==> src/rtl/cle_pkg.sv <==
// shared types, codes and defaults for the cursor list engine
`timescale 1ns / 1ps

package cle_pkg;

    localparam int DEPTH_DEF     = 64;
    localparam int WORD_BITS_DEF = 32;
    localparam int SCAN_GROUP    = 8;

    localparam logic [6:0] CAP_RESET = 7'd64;

    // request codes
    localparam logic [3:0] FN_INSERT  = 4'd0;
    localparam logic [3:0] FN_REMOVE  = 4'd1;
    localparam logic [3:0] FN_REPLACE = 4'd2;
    localparam logic [3:0] FN_CLEAR   = 4'd3;
    localparam logic [3:0] FN_FIRST   = 4'd4;
    localparam logic [3:0] FN_LAST    = 4'd5;
    localparam logic [3:0] FN_NEXT    = 4'd6;
    localparam logic [3:0] FN_PRIOR   = 4'd7;
    localparam logic [3:0] FN_READ    = 4'd8;
    localparam logic [3:0] FN_MOVE_TO = 4'd9;
    localparam logic [3:0] FN_FIND    = 4'd10;

    // status codes
    localparam logic [2:0] STAT_OK       = 3'd0;
    localparam logic [2:0] STAT_FULL     = 3'd1;
    localparam logic [2:0] STAT_EMPTY    = 3'd2;
    localparam logic [2:0] STAT_RANGE    = 3'd3;
    localparam logic [2:0] STAT_NOTFOUND = 3'd4;

    // broadcast to every cell of the chain
    typedef struct packed {
        logic ins;
        logic rem;
        logic rep;
        logic find;
    } cell_cmd_t;

    // scanner report
    typedef struct packed {
        logic done;
        logic found;
    } scan_res_t;

    // one result word as queued for the output
    typedef struct packed {
        logic [2:0]  status;
        logic [31:0] read_value;
        logic [5:0]  cursor_index;
        logic [6:0]  entry_count;
    } result_t;

endpackage

==> src/rtl/cle_scan.sv <==
// first-match scanner over the cell match bits, one group of bits per cycle
`timescale 1ns / 1ps

module cle_scan #(
    parameter int DEPTH = cle_pkg::DEPTH_DEF,
    parameter int IDX_W = 6
) (
    input  logic                aclk,
    input  logic                aresetn,
    input  logic                start,
    input  logic [DEPTH-1:0]    match,
    output cle_pkg::scan_res_t  res,
    output logic [IDX_W-1:0]    index
);
    import cle_pkg::*;

    localparam int GRP   = SCAN_GROUP;
    localparam int NG    = (DEPTH + GRP - 1) / GRP;
    localparam int GW    = (NG > 1) ? $clog2(NG) : 1;
    localparam int LW    = $clog2(GRP);
    localparam int PAD_W = NG * GRP;

    logic [PAD_W-1:0] padded;
    logic [GRP-1:0]   grp_bits;
    logic [GW-1:0]    grp_reg;
    logic             busy_reg;
    logic [LW-1:0]    lo;
    logic             hit;
    logic             last;
    logic [GW+LW-1:0] idx_full;

    assign padded   = PAD_W'(match);
    assign grp_bits = padded[grp_reg*GRP +: GRP];
    assign hit      = |grp_bits;
    assign last     = (grp_reg == GW'(NG - 1));

    // lowest set bit of the group
    always_comb begin
        lo = '0;
        for (int k = GRP - 1; k >= 0; k--) begin
            if (grp_bits[k]) begin
                lo = LW'(k);
            end
        end
    end

    assign idx_full  = {grp_reg, lo};
    assign index     = IDX_W'(idx_full);
    assign res.done  = busy_reg && (hit || last);
    assign res.found = busy_reg && hit;

    always_ff @(posedge aclk) begin
        if (!aresetn) begin
            busy_reg <= 1'b0;
        end else if (start) begin
            busy_reg <= 1'b1;
            grp_reg  <= '0;
        end else if (res.done) begin
            busy_reg <= 1'b0;
        end else if (busy_reg) begin
            grp_reg  <= grp_reg + GW'(1);
        end
    end

endmodule
==> config.mk <==
export PLATFORM = sky130hd
export DESIGN_NAME = cle_scan
export DESIGN_NICKNAME = d
export VERILOG_FILES = /design/src/rtl/cle_pkg.sv /design/src/rtl/cle_scan.sv
export SDC_FILE = /design/constraint.sdc
export NUM_CORES = 1
export LEC_CHECK = 0
export BUFFER_PORTS_ARGS = -buffer_cell sky130_fd_sc_hd__buf_2
export CORE_MARGIN = 10
export CORE_UTILIZATION = 44
export DETAILED_ROUTE_END_ITERATION = 10
export PLACE_DENSITY_LB_ADDON = 0.12
export SETUP_SLACK_MARGIN = 0.2
export SLEW_MARGIN = 20
export SYNTH_ARGS = -nofsm -noshare
export SYNTH_HDL_FRONTEND = slang
export SYNTH_SLANG_ARGS = --single-unit
export TNS_END_PERCENT = 1
==> constraint.sdc <==
create_clock -name aclk -period 6.5 [get_ports aclk]
set_input_delay 0.325 -clock aclk [delete_from_list [all_inputs] [get_ports aclk]]
set_output_delay 0.325 -clock aclk [all_outputs]
set_load 0.01 [all_outputs]
# ---- Yosys cells after proc, flatten, opt, wreduce, memory -nomap -nowiden
# Cells that the tools add are included.
# W data, S select, Z words.
dict set report word_totals {
  reg_bits 4
  in_bits 67
  output_inout_bits 8
  wordCells 25
}
dict set report classes {
  add_sub_neg 1
  eq_ne 2
  shift 1
  mux 12
  reduce_logical 7
}
# op n
set op_table {}
lappend op_table {{$shiftx A64 B7 Y8} 1}
lappend op_table {{$mux W3} 10}
lappend op_table {{$reduce_or A8 Y1} 1}
lappend op_table {{$reduce_bool A2 Y1} 2}
lappend op_table {{$add A3 B1 Y3 const B} 1}
lappend op_table {{$eq A3 B3 Y1 const B} 1}
lappend op_table {{$reduce_and A3 Y1} 1}
lappend op_table {{$logic_and A1 B1 Y1} 2}
lappend op_table {{$mux W1} 2}
lappend op_table {{$ne A2 B2 Y1 const B} 1}
lappend op_table {{$logic_or A1 B1 Y1} 1}

# ---- Depth between registers and ports, before layout
dict set report logic_depth {
  depth_word 9
  mapped_depth 7
  mapped_depth_nobuf 5
}

# ---- Worst setup path after synthesis
# No wires, ideal clock.
dict set report synth_path {
  path_type {register to output}
  startpoint {register grp_reg[0]}
  endpoint {output port index[0]}
  arrival_ns 2.026
  required_time_ns 6.175
  setup_slack_ns 4.149
  path_stages_with_launch 8
  path_buffers 2
  path_cell_list {edfxtp_1 > buf_6 > buf_12 > mux4_2 > mux2_2 > o211ai_1 > a21oi_1 > o32ai_2}
}
dict set report synth_via {
  elab_chain_len 9
}
# item line_no
set synth_lines {}
lappend synth_lines {{start: declaration} cle_scan.sv:25} ;# logic [GW-1:0] grp_reg;
lappend synth_lines {{start signal: assignment} cle_scan.sv:61} ;# grp_reg <= grp_reg + GW'(1);
lappend synth_lines {{$shiftx A64 B7 Y8 (*)} cle_scan.sv:33} ;# assign grp_bits = padded[grp_reg*GRP +: GRP];
lappend synth_lines {{$mux W3 (7 in series)} cle_scan.sv:41} ;# if (grp_bits[k]) begin
lappend synth_lines {{$mux W3 (*)} cle_scan.sv:41}
lappend synth_lines {{end: declaration} cle_scan.sv:13} ;# output logic [IDX_W-1:0] index
# Every way passes the cells marked *; elsewhere a longest branch is shown, timed or not.

# ---- Final worst setup path
# Ends and elaborated chain as after synthesis.

==> results.sh <==
export IMPL_outcome="completed"
export IMPL_path_clk_slew_ns=0.04
export IMPL_post_cts_setup_buffer_count=0
export IMPL_instances_no_fill=177
export IMPL_worst_setup_path_type="register to primary output"
export IMPL_synth_yosys_seq_area_share_pct=10.8
export IMPL_clk_root_buffer_cell="sky130_fd_sc_hd__clkbuf_4"
export IMPL_cts_htree_levels=1
export IMPL_final_min_clock_period_ns=3.19
export IMPL_most_common_layout_cells="sky130_fd_sc_hd__buf_2, sky130_fd_sc_hd__mux4_1, sky130_fd_sc_hd__mux4_2"
export IMPL_holdWs_ns=0.319
export IMPL_clock_tree_buffer_depth=2
export IMPL_tritoncts_num_sinks=4
export IMPL_first_pass_iters=4
export IMPL_worst_slack_ns=3.31
export IMPL_post_route_period_util_pct=49.1
export IMPL_fin_tns_setup_ns=0
export IMPL_row_count=17
export IMPL_areaGrowthSynthToFinish_pct=33.6
export IMPL_critPathMaxFanout=19
export IMPL_critical_path_startpoint="grp_reg[0]"
export IMPL_critical_path_max_stage_delay_ns=0.96
export IMPL_startpoint_of_the_worst_hold_path="aresetn"
export IMPL_crit_path_cell_trace="mux4_1 -> mux2_2 -> o211ai_1 -> a21oi_1 -> o32ai_2 -> buf_2"
export IMPL_drt_wirelength_per_cell_um=17.9
export IMPL_worst_slew_pin_slew_ns=0.975
export IMPL_dpl_instance_area_mm2=0.00134
export IMPL_cts_hold_buffers_added=0
export IMPL_antenna_violating_nets_post_route=0
export IMPL_layout_drive_gt1_share_pct=65.1
export IMPL_drc_errors=0
export IMPL_average_footprint_of_a_synthesized_cell_um2=13.1
export IMPL_die_w_um=68.2
export IMPL_antenna_cells=0
export IMPL_worst_ep_arrival_time_ns=2.87
export IMPL_final_net_count=219
export IMPL_area_of_the_core_region_mm2=0.00221
export IMPL_syn_nets=147
export IMPL_timing_critical_path_to_type="primary output"
export IMPL_grt_setup_unrepaired="no"
export IMPL_finalPower_uw=139
export IMPL_route_final_wire_length_um=3170
export IMPL_vdd_drop_max_mv=0.120
export IMPL_post_drt_via_cell_ratio=5.71
export IMPL_final_setup_skew_ns=0.0115
export IMPL_hp_class="primary input to register"
export IMPL_drv_cap=0
export IMPL_pre_cts_slack_ns=3.55
export IMPL_wl_met1_um=1180
export IMPL_cts_made_buffers=3
export IMPL_largest_register_ffs=3
export IMPL_chipHeight_um=68.2
export IMPL_grt_first_pass_wirelength_um=5000
export IMPL_timing_max_slew_rel_slack_pct=35.0
export IMPL_dr_wl_met2_um=1680
export IMPL_timing_max_transition_violations_final=0
export IMPL_hold_viol=0
export IMPL_synth_lib_cells_used_distinct=29
export IMPL_globalRouteTotalUtil_pct=13.6
export IMPL_fp_dieArea_mm2=0.00465
export IMPL_worstPathRequired_ns=6.17
export IMPL_initial_utilization_pct=46.2
export IMPL_cts_repair_resized=0
export IMPL_design_area_mm2=0.00136
export IMPL_grt_max_degree=29
export IMPL_ys_seq_elements=4
export IMPL_worstSkewPairLatency_ns=0.24
export IMPL_pwr_density_cell_mw_per_mm2=102
export IMPL_starting_drc_count_in_detailed_routing=66
export IMPL_startpoint_type="register"
export IMPL_dpl_hpwl_um=2770
export IMPL_maxClockFrequency_ghz=0.313
export IMPL_most_common_cell_after_layout_fill_and_taps_aside="sky130_fd_sc_hd__buf_2"
export IMPL_globalRouteOverflowTotal=0
export IMPL_detailroute_wirelength_met3_um=315
export IMPL_grt_antenna_before_repair=0
export IMPL_tritoncts_clock_tree="done"
export IMPL_syn_inst=78
export IMPL_setup_violation_total_in_the_final_timing_report=0
export IMPL_routed_top_layer="met3"
export IMPL_combined_area_of_all_synthesized_cells_mm2=0.00102
export IMPL_via_count_of_the_first_global_routing_pass=1161
export IMPL_worstReg2RegStart="grp_reg[0]"
export IMPL_final_core_util_pct=61.7
export IMPL_leakage_nw=0.626
export IMPL_port_buffers=74
export IMPL_crit_slowest_cell="sky130_fd_sc_hd__edfxtp_1"
export IMPL_globalplace_congestion=0.809
export IMPL_yosysWarnings=0
export IMPL_ios=75
export IMPL_via_count=1010
export IMPL_place_inst=173
## area by class of cell
cell class              count  area [um2]
clock buffers               4        26.3
fillers                   216         848
multi-input cells          67         822
flip-flops and latches      4         110
well taps                  28        35.0
repair buffers             74         370
## synthesized netlist by cell type
cell type / n / share of area [%]
sky130_fd_sc_hd__mux2i_2: 1 / 1.3
sky130_fd_sc_hd__o211ai_1: 1 / 0.74
sky130_fd_sc_hd__a221oi_2: 1 / 1.5
sky130_fd_sc_hd__buf_2: 1 / 0.49
sky130_fd_sc_hd__nand2b_1: 3 / 1.8
sky130_fd_sc_hd__o31a_1: 1 / 0.86
sky130_fd_sc_hd__nor3b_2: 2 / 2.5
sky130_fd_sc_hd__mux4_1: 10 / 26
sky130_fd_sc_hd__o32ai_2: 1 / 1.6
sky130_fd_sc_hd__a21oi_1: 7 / 3.4
sky130_fd_sc_hd__o41a_1: 1 / 1.1
sky130_fd_sc_hd__mux2i_1: 3 / 2.9
sky130_fd_sc_hd__mux2_2: 2 / 2.2
sky130_fd_sc_hd__clkbuf_8: 3 / 4.0
sky130_fd_sc_hd__mux4_2: 9 / 20
sky130_fd_sc_hd__nand2_2: 1 / 0.61
sky130_fd_sc_hd__nor2_1: 8 / 2.9
sky130_fd_sc_hd__edfxtp_1: 3 / 8.8
sky130_fd_sc_hd__buf_12: 1 / 2.0
sky130_fd_sc_hd__o21a_1: 2 / 1.5
sky130_fd_sc_hd__o22ai_1: 1 / 0.61
sky130_fd_sc_hd__nor4_2: 1 / 1.2
sky130_fd_sc_hd__and2b_2: 1 / 0.86
sky130_fd_sc_hd__dfxtp_1: 1 / 2.0
sky130_fd_sc_hd__ha_1: 2 / 2.5
sky130_fd_sc_hd__nor2b_1: 2 / 1.2
sky130_fd_sc_hd__buf_6: 2 / 2.2
sky130_fd_sc_hd__or2_2: 1 / 0.61
sky130_fd_sc_hd__nor3_1: 6 / 2.9
## critical path: cells and delay by family, from the launching register on
kind	cells	cell delay (ns)
buffers and inverters	1	0.17
muxes	2	0.94
DFF	1	0.96
AOI/OAI and AO/OA	3	0.54
## worst paths after layout
path,endpoint,slack (ns),depth (start not counted)
min reg2reg,busy_reg,0.65,3
min,busy_reg,0.32,2
max reg2reg,grp_reg[2],3.57,5
max,index[0],3.31,6
## power by group
part,switching (mW),internal (mW),total [mW]
Clock,0.0104,0.0230,0.0334
Combinational,0.0261,0.0440,0.0701
Sequential,0.00686,0.0291,0.0360
Total,0.0433,0.0962,0.139
## per-layer routing
layer,up-vias,track usage (%)
met5,-,0
met4,0,3.02
met3,0,4.40
met2,45,25.3
met1,480,14.4
li1,485,-
## logic make-up (layout without fill, tap and decap cells)
kind of cell,after synthesis,after routing,synth area share [%]
multiplexers,25,25,52.1
AO/OA/AOI/OAI,15,15,11.3
flip-flops,4,4,10.8
adder cells (fa/ha/maj),2,2,2.45
AND/OR/NAND/NOR,25,25,14.7
buffers and inverters,7,78,8.70
Note: power is estimated with default switching activity, not from simulation.
