`config.mk`:
```
export PLATFORM = sky130hd
export DESIGN_NAME = cle_cell
export DESIGN_NICKNAME = d
export VERILOG_FILES = /design/src/rtl/cle_pkg.sv /design/src/rtl/cle_cell.sv
export SDC_FILE = /design/constraint.sdc
export NUM_CORES = 1
export LEC_CHECK = 0
export BUFFER_PORTS_ARGS = -buffer_cell sky130_fd_sc_hd__buf_2
export CAP_MARGIN = 20
export CORE_MARGIN = 10
export CORE_UTILIZATION = 47
export DETAILED_ROUTE_END_ITERATION = 7
export PLACE_DENSITY = 0.95
export SLEW_MARGIN = 20
export SYNTH_ARGS = -nofsm -noshare
export SYNTH_HDL_FRONTEND = slang
export SYNTH_SLANG_ARGS = --single-unit
```
`constraint.sdc`:
```
create_clock -name aclk -period 4.8 [get_ports aclk]
set_input_delay 0.96 -clock aclk [delete_from_list [all_inputs] [get_ports aclk]]
set_output_delay 0.96 -clock aclk [all_outputs]
set_load 0.03 [all_outputs]
```
`src/rtl/cle_pkg.sv`:
```
// shared types, codes and defaults for the cursor list engine
`timescale 1ns / 1ps

package cle_pkg;

    localparam int DEPTH_DEF     = 64;
    localparam int WORD_BITS_DEF = 32;
    localparam int SCAN_GROUP    = 8;

    localparam logic [6:0] CAP_RESET = 7'd64;

    // request codes
    localparam logic [3:0] FN_INSERT  = 4'd0;
    localparam logic [3:0] FN_REMOVE  = 4'd1;
    localparam logic [3:0] FN_REPLACE = 4'd2;
    localparam logic [3:0] FN_CLEAR   = 4'd3;
    localparam logic [3:0] FN_FIRST   = 4'd4;
    localparam logic [3:0] FN_LAST    = 4'd5;
    localparam logic [3:0] FN_NEXT    = 4'd6;
    localparam logic [3:0] FN_PRIOR   = 4'd7;
    localparam logic [3:0] FN_READ    = 4'd8;
    localparam logic [3:0] FN_MOVE_TO = 4'd9;
    localparam logic [3:0] FN_FIND    = 4'd10;

    // status codes
    localparam logic [2:0] STAT_OK       = 3'd0;
    localparam logic [2:0] STAT_FULL     = 3'd1;
    localparam logic [2:0] STAT_EMPTY    = 3'd2;
    localparam logic [2:0] STAT_RANGE    = 3'd3;
    localparam logic [2:0] STAT_NOTFOUND = 3'd4;

    // broadcast to every cell of the chain
    typedef struct packed {
        logic ins;
        logic rem;
        logic rep;
        logic find;
    } cell_cmd_t;

    // scanner report
    typedef struct packed {
        logic done;
        logic found;
    } scan_res_t;

    // one result word as queued for the output
    typedef struct packed {
        logic [2:0]  status;
        logic [31:0] read_value;
        logic [5:0]  cursor_index;
        logic [6:0]  entry_count;
    } result_t;

endpackage

```
`src/rtl/cle_cell.sv`:
```
// one list entry: holds a word, shifts with its neighbors, compares for find
`timescale 1ns / 1ps

module cle_cell #(
    parameter int WORD_BITS = cle_pkg::WORD_BITS_DEF,
    parameter int IDX_W     = 6,
    parameter int CNT_W     = 7,
    parameter int INDEX     = 0
) (
    input  logic                  aclk,
    input  cle_pkg::cell_cmd_t    cmd,
    input  logic [IDX_W-1:0]      cursor,
    input  logic [CNT_W-1:0]      count,
    input  logic [WORD_BITS-1:0]  din,
    input  logic [WORD_BITS-1:0]  left_word,
    input  logic [WORD_BITS-1:0]  right_word,
    output logic [WORD_BITS-1:0]  word,
    output logic                  match
);
    import cle_pkg::*;

    localparam logic [CNT_W-1:0] POS      = CNT_W'(INDEX);
    localparam logic [CNT_W-1:0] POS_NEXT = CNT_W'(INDEX + 1);

    logic [WORD_BITS-1:0] word_reg, word_next;
    logic                 match_reg, match_next;
    logic [CNT_W-1:0]     cur_ext;

    assign cur_ext = CNT_W'(cursor);

    always_comb begin
        word_next  = word_reg;
        match_next = match_reg;
        if (cmd.ins) begin
            if (POS == cur_ext) begin
                word_next = din;
            end else if (POS > cur_ext && POS <= count) begin
                word_next = left_word;
            end
        end else if (cmd.rem) begin
            if (POS >= cur_ext && POS_NEXT < count) begin
                word_next = right_word;
            end
        end else if (cmd.rep && POS == cur_ext) begin
            word_next = din;
        end
        if (cmd.find) begin
            match_next = (word_reg == din) && (POS < count);
        end
    end

    always_ff @(posedge aclk) begin
        word_reg  <= word_next;
        match_reg <= match_next;
    end

    assign word  = word_reg;
    assign match = match_reg;

endmodule

```
==> Word level (Yosys, flattened, before mapping) <==
Index checks and enable logic that the tools add are counted.
{ "op_classes": {"n_mux": 6, "magnitude_cmp": 5, "eq_ne": 3, "n_reduce_logical": 7} }
{ "ops": {"columns": ["op", "count"], "rows": [
  ["$mux W32", 6],
  ["$eq A32 B32 Y1", 1],
  ["$lt A1 B7 Y1 const A", 2],
  ["$le A1 B7 Y1 const A", 1],
  ["$logic_not A7 Y1", 1],
  ["$ge A1 B6 Y1 const A", 1],
  ["$gt A1 B6 Y1 const A", 1],
  ["$ne A3 B1 Y1 const B", 2],
  ["$logic_and A1 B1 Y1", 4],
  ["$reduce_and A3 Y1", 1],
  ["$reduce_bool A3 Y1", 1]
]} }
{ "word_totals": {"inputBits": 114, "register_bits": 33, "elab_cells": 23, "out_inout_bits": 33} }

==> Logic depth before layout (Yosys ltp) <==
Gate-level depths: netlist (run 1).
{ "logic_depth": {"depth_word": 5, "depth_mapped": 6, "mapped_depth_nobuf": 4} }

==> Least setup slack after synthesis (run 1) <==
Ideal clock, no wire load.
{ "synth_timing": {"kind": "input-to-reg", "from": "input cursor[3]", "to": "register word_reg[0] (netlist: word[0]) (enable)", "slack_ns": 1.384, "setup_ns": 0.421, "arrival_time_ns": 2.995, "t_required_ns": 4.379, "cell_stages": 4, "path_cell_list": "nor4_2 > nand2_1 > clkbuf_1 > nor2_1"} }
{ "synth_via": {"elab_chain_len": 4, "word_cells_on_any_way": 10, "classes_between": "order compare (2); eq/ne (2); reduce/logical (6)"} }
{ "synth_lines": {"columns": ["item", "line", "text"], "rows": [
  ["start, declared", "cle_cell.sv:12", "input logic [IDX_W-1:0] cursor,"],
  ["$gt A1 B6 Y1, or another cell as far along", "cle_cell.sv:37", "end else if (POS > cur_ext && POS <= count) begin"],
  ["$logic_and A1 B1 Y1 (on tied branches)", "cle_cell.sv:37, cle_cell.sv:41, cle_cell.sv:44", null],
  ["$ne A3 B1 Y1 (no source line) or $reduce_bool A3 Y1 (tied branches)", null, null],
  ["$reduce_and A3 Y1 (no source line) (*)", null, null],
  ["end signal, assigned", "cle_cell.sv:53", "word_reg <= word_next;"],
  ["end, declared", "cle_cell.sv:25", "logic [WORD_BITS-1:0] word_reg, word_next;"]
]} }
Every way passes the cells marked *; elsewhere a longest branch is shown, timed or not.
A chain may end at the register's enable or synchronous reset.

==> Final worst setup path (run 1) <==
{ "layout_timing": {"from": "input cursor[3]", "to": "register word_reg[9] (netlist: word[9]) (enable)"} }
Same word-level chain as after synthesis.

==> results of run 1 <==
==> cells in the final DEF, fill, tap and decap left out <==
cell and count:
a211oi_1 31, a21oi_1 1, a221o_1 1, a31oi_1 32, and2_2 1, and3_1 1, buf_2 146, buf_4 3
clkbuf_1 1, clkbuf_8 5, clkinv_1 1, edfxtp_1 33, nand2_1 64, nand4_1 2, nor2_1 5, nor2_4 1
nor2b_1 32, nor3_1 1, nor4_1 9, nor4_2 1, xor2_1 32
==> report_power, final <==
part | switching (mW) | internal, mW
Sequential | 0.00196 | 0.324
Clock | 0.0919 | 0.0976
Combinational | 0.0779 | 0.0697
Total | 0.172 | 0.491
==> cell type report <==
cell class,count,area (um^2),area share [%]
Multi-Input combinational cell,214,1300,40.5
Sequential cell,33,991,30.9
Tap cell,67,83.8,2.62
Timing Repair Buffer,149,753,23.5
Clock inverter,1,3.75,0.117
Clock buffer,6,72.6,2.27
==> critical path, stage by stage <==
cell,delay (ns)
buf_2,0.10
nor4_2,0.29
nand2_1,0.08
buf_4,0.25
nor2_4,0.75
==> final timing paths <==
path | startpoint | end | slack (ns) | cells past startpoint
setup reg to reg | word[13] | match | 3.16 | 4
setup / recovery | cursor[3] | word[9] | 2.24 | 5
hold reg to reg | word[31] | match | 0.86 | 4
hold / removal | word[31] | match | 0.86 | 4
==> metrics by stage <==
step	area, um^2	util, %	power, mW	instances	hold slack (ns)
2_1_floorplan	2390	-	0.408	268	0.998
3_3_place_gp	3130	64.9	0.473	463	0.850
3_5_place_dp	3130	64.9	0.479	463	0.857
4_1_cts	3200	66.5	0.667	470	0.869
5_1_grt	3200	66.5	0.693	470	0.869
6_report	3200	66.5	0.663	470	0.862
==> cell families after synthesis <==
logic type | count (synthesis) | synth area share [%]
buffers and inverters | 21 | 4.70
AOI/OAI and AO/OA | 65 | 18.7
xor gates and xnor gates | 32 | 11.7
DFF | 33 | 41.4
and+or+nand+nor | 117 | 23.5
==> per-layer routing <==
layer | wire, um | part of all wire, % | vias up
met4 | 98 | 1.2 | 0
met1 | 3470 | 41 | 1171
met2 | 4140 | 49 | 126
met3 | 765 | 9.0 | 10
met5 | 0 | 0 | -
li1 | - | - | 1246
==> results.py, run 1 <==
metrics = {
    "outcome": {
        "status": "completed",
    },
    "power_and_ir_drop": {
        "leakage_nw": 1.39,
        "vdd_drop_max_v": 0.000149,
        "power_density_mw_per_mm2": 207,
    },
    "sta": {
        "hold_violations": 0,
        "period_needed_ns": 2.56,
        "skew_ns": 0.00290,
        "maxSlewViolCount": 0,
        "relSlewSlack_pct": 39.3,
        "fmax_ghz": 0.390,
        "rsz0062_at_grt": "false",
        "worst_pin_slew_ns": 0.909,
        "period_share_pct": 53.4,
        "finalWorstSetupSlack_ns": 2.24,
        "tns_ns": 0,
        "finalSetupViolCount": 0,
    },
    "worst_setup_path": {
        "crit_type": "in -> reg",
        "worstPathMaxFanout": 34,
        "startpoint_type": "input pin",
        "critPathCaptureType": "flop",
        "crit_required_ns": 4.70,
        "critPathArrivalTime_ns": 2.46,
    },
    "cells_and_area": {
        "areaGrowthSynthToFinish_pct": 33.8,
        "antennaDiodeCount": 0,
        "nNetsFinal": 517,
        "layout-drive-gt1-share_pct": 39.0,
        "largest_reg_flops": 32,
        "fill_cells": 448,
    },
    "synthesis": {
        "synth.area.top_cells": "edfxtp_1, xor2_1, nand2_1",
        "yosysMostFrequentCell": "nand2_1",
        "async_flop_share_pct": 0,
        "ys_seq_elements": 33,
        "syn_avg_cell_area_um2": 8.93,
        "synth_seq_area_share_pct": 41.4,
        "ys.flop_type": "edfxtp_1",
        "synth_top_area_share_pct": 41.4,
        "yosysTopAreaCell": "edfxtp_1",
        "synthDistinctLibCells": 20,
        "synthCells": 268,
        "netlist_area_mm2": 0.00239,
        "synth_edf_count": 33,
        "syn-num-nets": 382,
        "yosys-top-cells-count": "nand2_1, edfxtp_1, a31oi_1, nor2b_1, xor2_1",
        "yosysWarningCount": 0,
    },
    "clocking": {
        "clock_path_buffers": 2,
        "cts_setup_buffers": 0,
        "cts.sinks": 33,
        "cts_buffers": 5,
        "ctsResizeCount": 0,
        "cts-root-buf": "clkbuf_8",
        "postCtsHoldBufs": 0,
        "cts_tree": "done",
        "htree_levels": 2,
        "path_clk_slew_ns": 0.06,
        "insertion_delay_ns": 0.27,
    },
    "global_route": {
        "grt_pass1_vias": 2673,
        "grt_usage_pct": 18.9,
        "busiest_layer": "met2",
        "met1_usage_pct": 21.1,
        "grt_max_degree": 66,
        "grt.overflow.total": 0,
        "antenna_found_initial": 0,
        "use_met2_pct": 32.2,
        "grt_use_met3_pct": 7.90,
        "grt_pass1_wl_mm": 12.9,
    },
    "placement": {
        "dp_hpwl_mm": 6.64,
        "place_congestion": 0.794,
        "io_buffers": 146,
        "place_ws_ns": 1.90,
    },
    "detailed_routing": {
        "finalWirelength_mm": 8.47,
        "first_pass_iters": 4,
        "wl_per_cell_um": 18.0,
        "vias_per_cell": 5.43,
        "drc": 0,
        "initialDrtViolationCount": 99,
        "ant_nets": 0,
        "vias": 2553,
    },
    "floorplan": {
        "placementRows": 25,
        "ios": 147,
        "die_height_um": 91.4,
        "core-area_mm2": 0.00482,
        "start_util_pct": 49.7,
        "dieWidth_um": 91.4,
        "dieArea_mm2": 0.00835,
    },
    "worst_hold_path": {
        "hold_path_class": "reg -> reg",
    },
    "run": {
        "drv_cap": 0,
    },
}
(Power assumes the default switching activity.)
==> run 2: changes to the inputs <==
ABC_AREA = 1   (was unset)
CORE_UTILIZATION = 45   (was 47)
PLACE_DENSITY = 0.9   (was 0.95)
clock period = 2.5 ns   (was 4.8 ns; I/O delays follow)
==> run 2 against run 1 <==
Net effect: hold slack got worse by 0.46 ns; design area grew 10%; synthesized cell count up 44%; clock-buffer cell count is 1 lower; critical path type unchanged; largest power group unchanged.
==> results.py, run 2 <==
metrics = {
    "detailed_routing": {
        "initialDrtViolationCount": 132,
        "finalWirelength_mm": 8.53,
        "wl_per_cell_um": 14.3,
        "vias": 2970,
        "first_pass_iters": 4,
        "drc": 0,
        "vias_per_cell": 4.97,
        "ant_nets": 0,
    },
    "power_and_ir_drop": {
        "leakage_nw": 1.98,
        "vdd_drop_max_v": 0.000269,
        "power_density_mw_per_mm2": 432,
        "total_power_mw": 1.53,
    },
    "clocking": {
        "cts_buffers": 5,
        "cts-root-buf": "clkbuf_8",
        "ctsResizeCount": 0,
        "cts.sinks": 33,
        "clock_path_buffers": 2,
        "path_clk_slew_ns": 0.07,
        "insertion_delay_ns": 0.28,
        "postCtsHoldBufs": 0,
        "cts_tree": "done",
        "htree_levels": 2,
        "cts_setup_buffers": 0,
    },
    "synthesis": {
        "yosys-top-cells-count": "nand2_1, inv_1, edfxtp_1, a22oi_1, nor2_1",
        "ys_seq_elements": 33,
        "syn-num-nets": 499,
        "synthCells": 385,
        "async_flop_share_pct": 0,
        "ys.flop_type": "edfxtp_1",
        "netlist_area_mm2": 0.00267,
        "yosysTopAreaCell": "edfxtp_1",
        "synthDistinctLibCells": 20,
        "yosysMostFrequentCell": "nand2_1",
        "synth_edf_count": 33,
        "syn_avg_cell_area_um2": 6.93,
        "yosysWarningCount": 0,
        "synth_top_area_share_pct": 37.1,
        "synth.area.top_cells": "edfxtp_1, nand2_1, a22oi_1",
        "synth_seq_area_share_pct": 37.1,
    },
    "worst_setup_path": {
        "cp.buffers_inverters": 2,
        "rr_worst_depth": 7,
        "critPathCaptureType": "flop",
        "crit_required_ns": 2.49,
        "slowest_delay_ns": 0.34,
        "crit_start": "count[2]",
        "worstPathMaxFanout": 32,
        "crit_family": "simple AND/OR/NAND/NOR gates",
        "r2r_setup_slack_ns": 1.28,
        "rr_startpoint": "word[0]",
        "critPathSlowestCell": "nor3_1",
        "critical_path.cell_chain": "buf_2 > or2_2 > nor3_1 > nor3_4 > buf_4",
        "cp.depth": 5,
        "crit_type": "in -> reg",
        "startpoint_type": "input pin",
        "critPathArrivalTime_ns": 1.56,
    },
    "global_route": {
        "grt_pass1_wl_mm": 13.8,
        "grt_pass1_vias": 3023,
        "grt_max_degree": 35,
        "grt.overflow.total": 0,
        "grt_usage_pct": 17.2,
        "antenna_found_initial": 0,
    },
    "floorplan": {
        "start_util_pct": 47.3,
        "placementRows": 27,
        "ios": 147,
        "dieArea_mm2": 0.00941,
        "die_height_um": 97.0,
        "dieWidth_um": 97.0,
        "core-area_mm2": 0.00564,
    },
    "run": {
        "drv_cap": 0,
    },
    "cells_and_area": {
        "fill_cells": 526,
        "nNetsFinal": 639,
        "finalNonFillerCells": 598,
        "largest_reg_flops": 32,
        "areaGrowthSynthToFinish_pct": 32.4,
        "antennaDiodeCount": 0,
        "multi_input_area_mm2": 0.00134,
        "seq_area_um2": 991,
        "layout-drive-gt1-share_pct": 33.5,
        "final_common_cell": "nand2_1",
        "layout_common_cells": "nand2_1, buf_2, inv_1",
    },
    "worst_hold_path": {
        "hold_path_class": "in -> reg",
        "hold_path_startpoint": "cmd[0]",
        "hold_depth": 1,
    },
    "sta": {
        "maxSlewViolCount": 0,
        "tns_ns": 0,
        "period_share_pct": 62.5,
        "relSlewSlack_pct": 46.7,
        "worst_pin_slew_ns": 0.798,
        "skew_ns": 0.00702,
        "rsz0062_at_grt": "false",
        "fmax_ghz": 0.640,
        "finalSetupViolCount": 0,
        "period_needed_ns": 1.56,
        "hold_violations": 0,
        "finalWorstSetupSlack_ns": 0.939,
        "holdWs_ns": 0.407,
    },
    "placement": {
        "place_congestion": 0.816,
        "place_ws_ns": 0.663,
        "dp_hpwl_mm": 6.81,
        "io_buffers": 146,
        "dp.cells": 590,
    },
    "outcome": {
        "status": "completed",
    },
}
## run 2: worst register-to-register path: stages, from the launching register on
cell and delay (ns):
edfxtp_1 0.42, nand2_1 0.09, nand2_1 0.06, nor2_1 0.13, nand2_1 0.07, nor2_1 0.09
nand3_1 0.13, nor2_1 0.10
## run 2: metal layers
layer / wire length [um] / global-route usage (%) / up-vias
li1: - / - / 1504
met1: 3500 / 19.0 / 1337
met2: 4190 / 30.3 / 121
met3: 734 / 6.17 / 8
met4: 103 / 4.85 / 0
met5: 0 / 0 / -
## run 2: final timing paths
check	endpoint
worst max-delay path	word[6]
worst max register to register	match
worst min-delay path	match
worst min register to register	match
## run 2: stage by stage
step	util (%)	instance area [um^2]
4_1_cts	62.6	3530
3_3_place_gp	60.2	3400
3_5_place_dp	60.2	3400
5_1_grt	62.6	3530
2_1_floorplan	-	2680
6_report	62.6	3530
## run 2: final cells by class
type	instances	area share [%]
tap	72	2.55
multi-input combinational	278	38.0
clock inverter	3	1.84
inverter	57	6.06
clock buffer	5	1.95
sequential	33	28.1
timing repair buffer	150	21.5
## run 2: where the power goes
group / internal, mW / total (mW) / switching, mW
clock network: 0.396 / 0.597 / 0.201
registers: 0.622 / 0.627 / 0.00438
logic: 0.136 / 0.302 / 0.166
total: 1.15 / 1.53 / 0.371
## run 2: kinds of logic after synthesis
| logic type | count (synthesis) | synth area share (%) |
|---|---|---|
| AO/OA/AOI/OAI | 65 | 17.0 |
| XOR/XNOR | 10 | 3.28 |
| buffers and inverters | 74 | 13.1 |
| flip-flops | 33 | 37.1 |
| AND/OR/NAND/NOR | 203 | 29.4 |
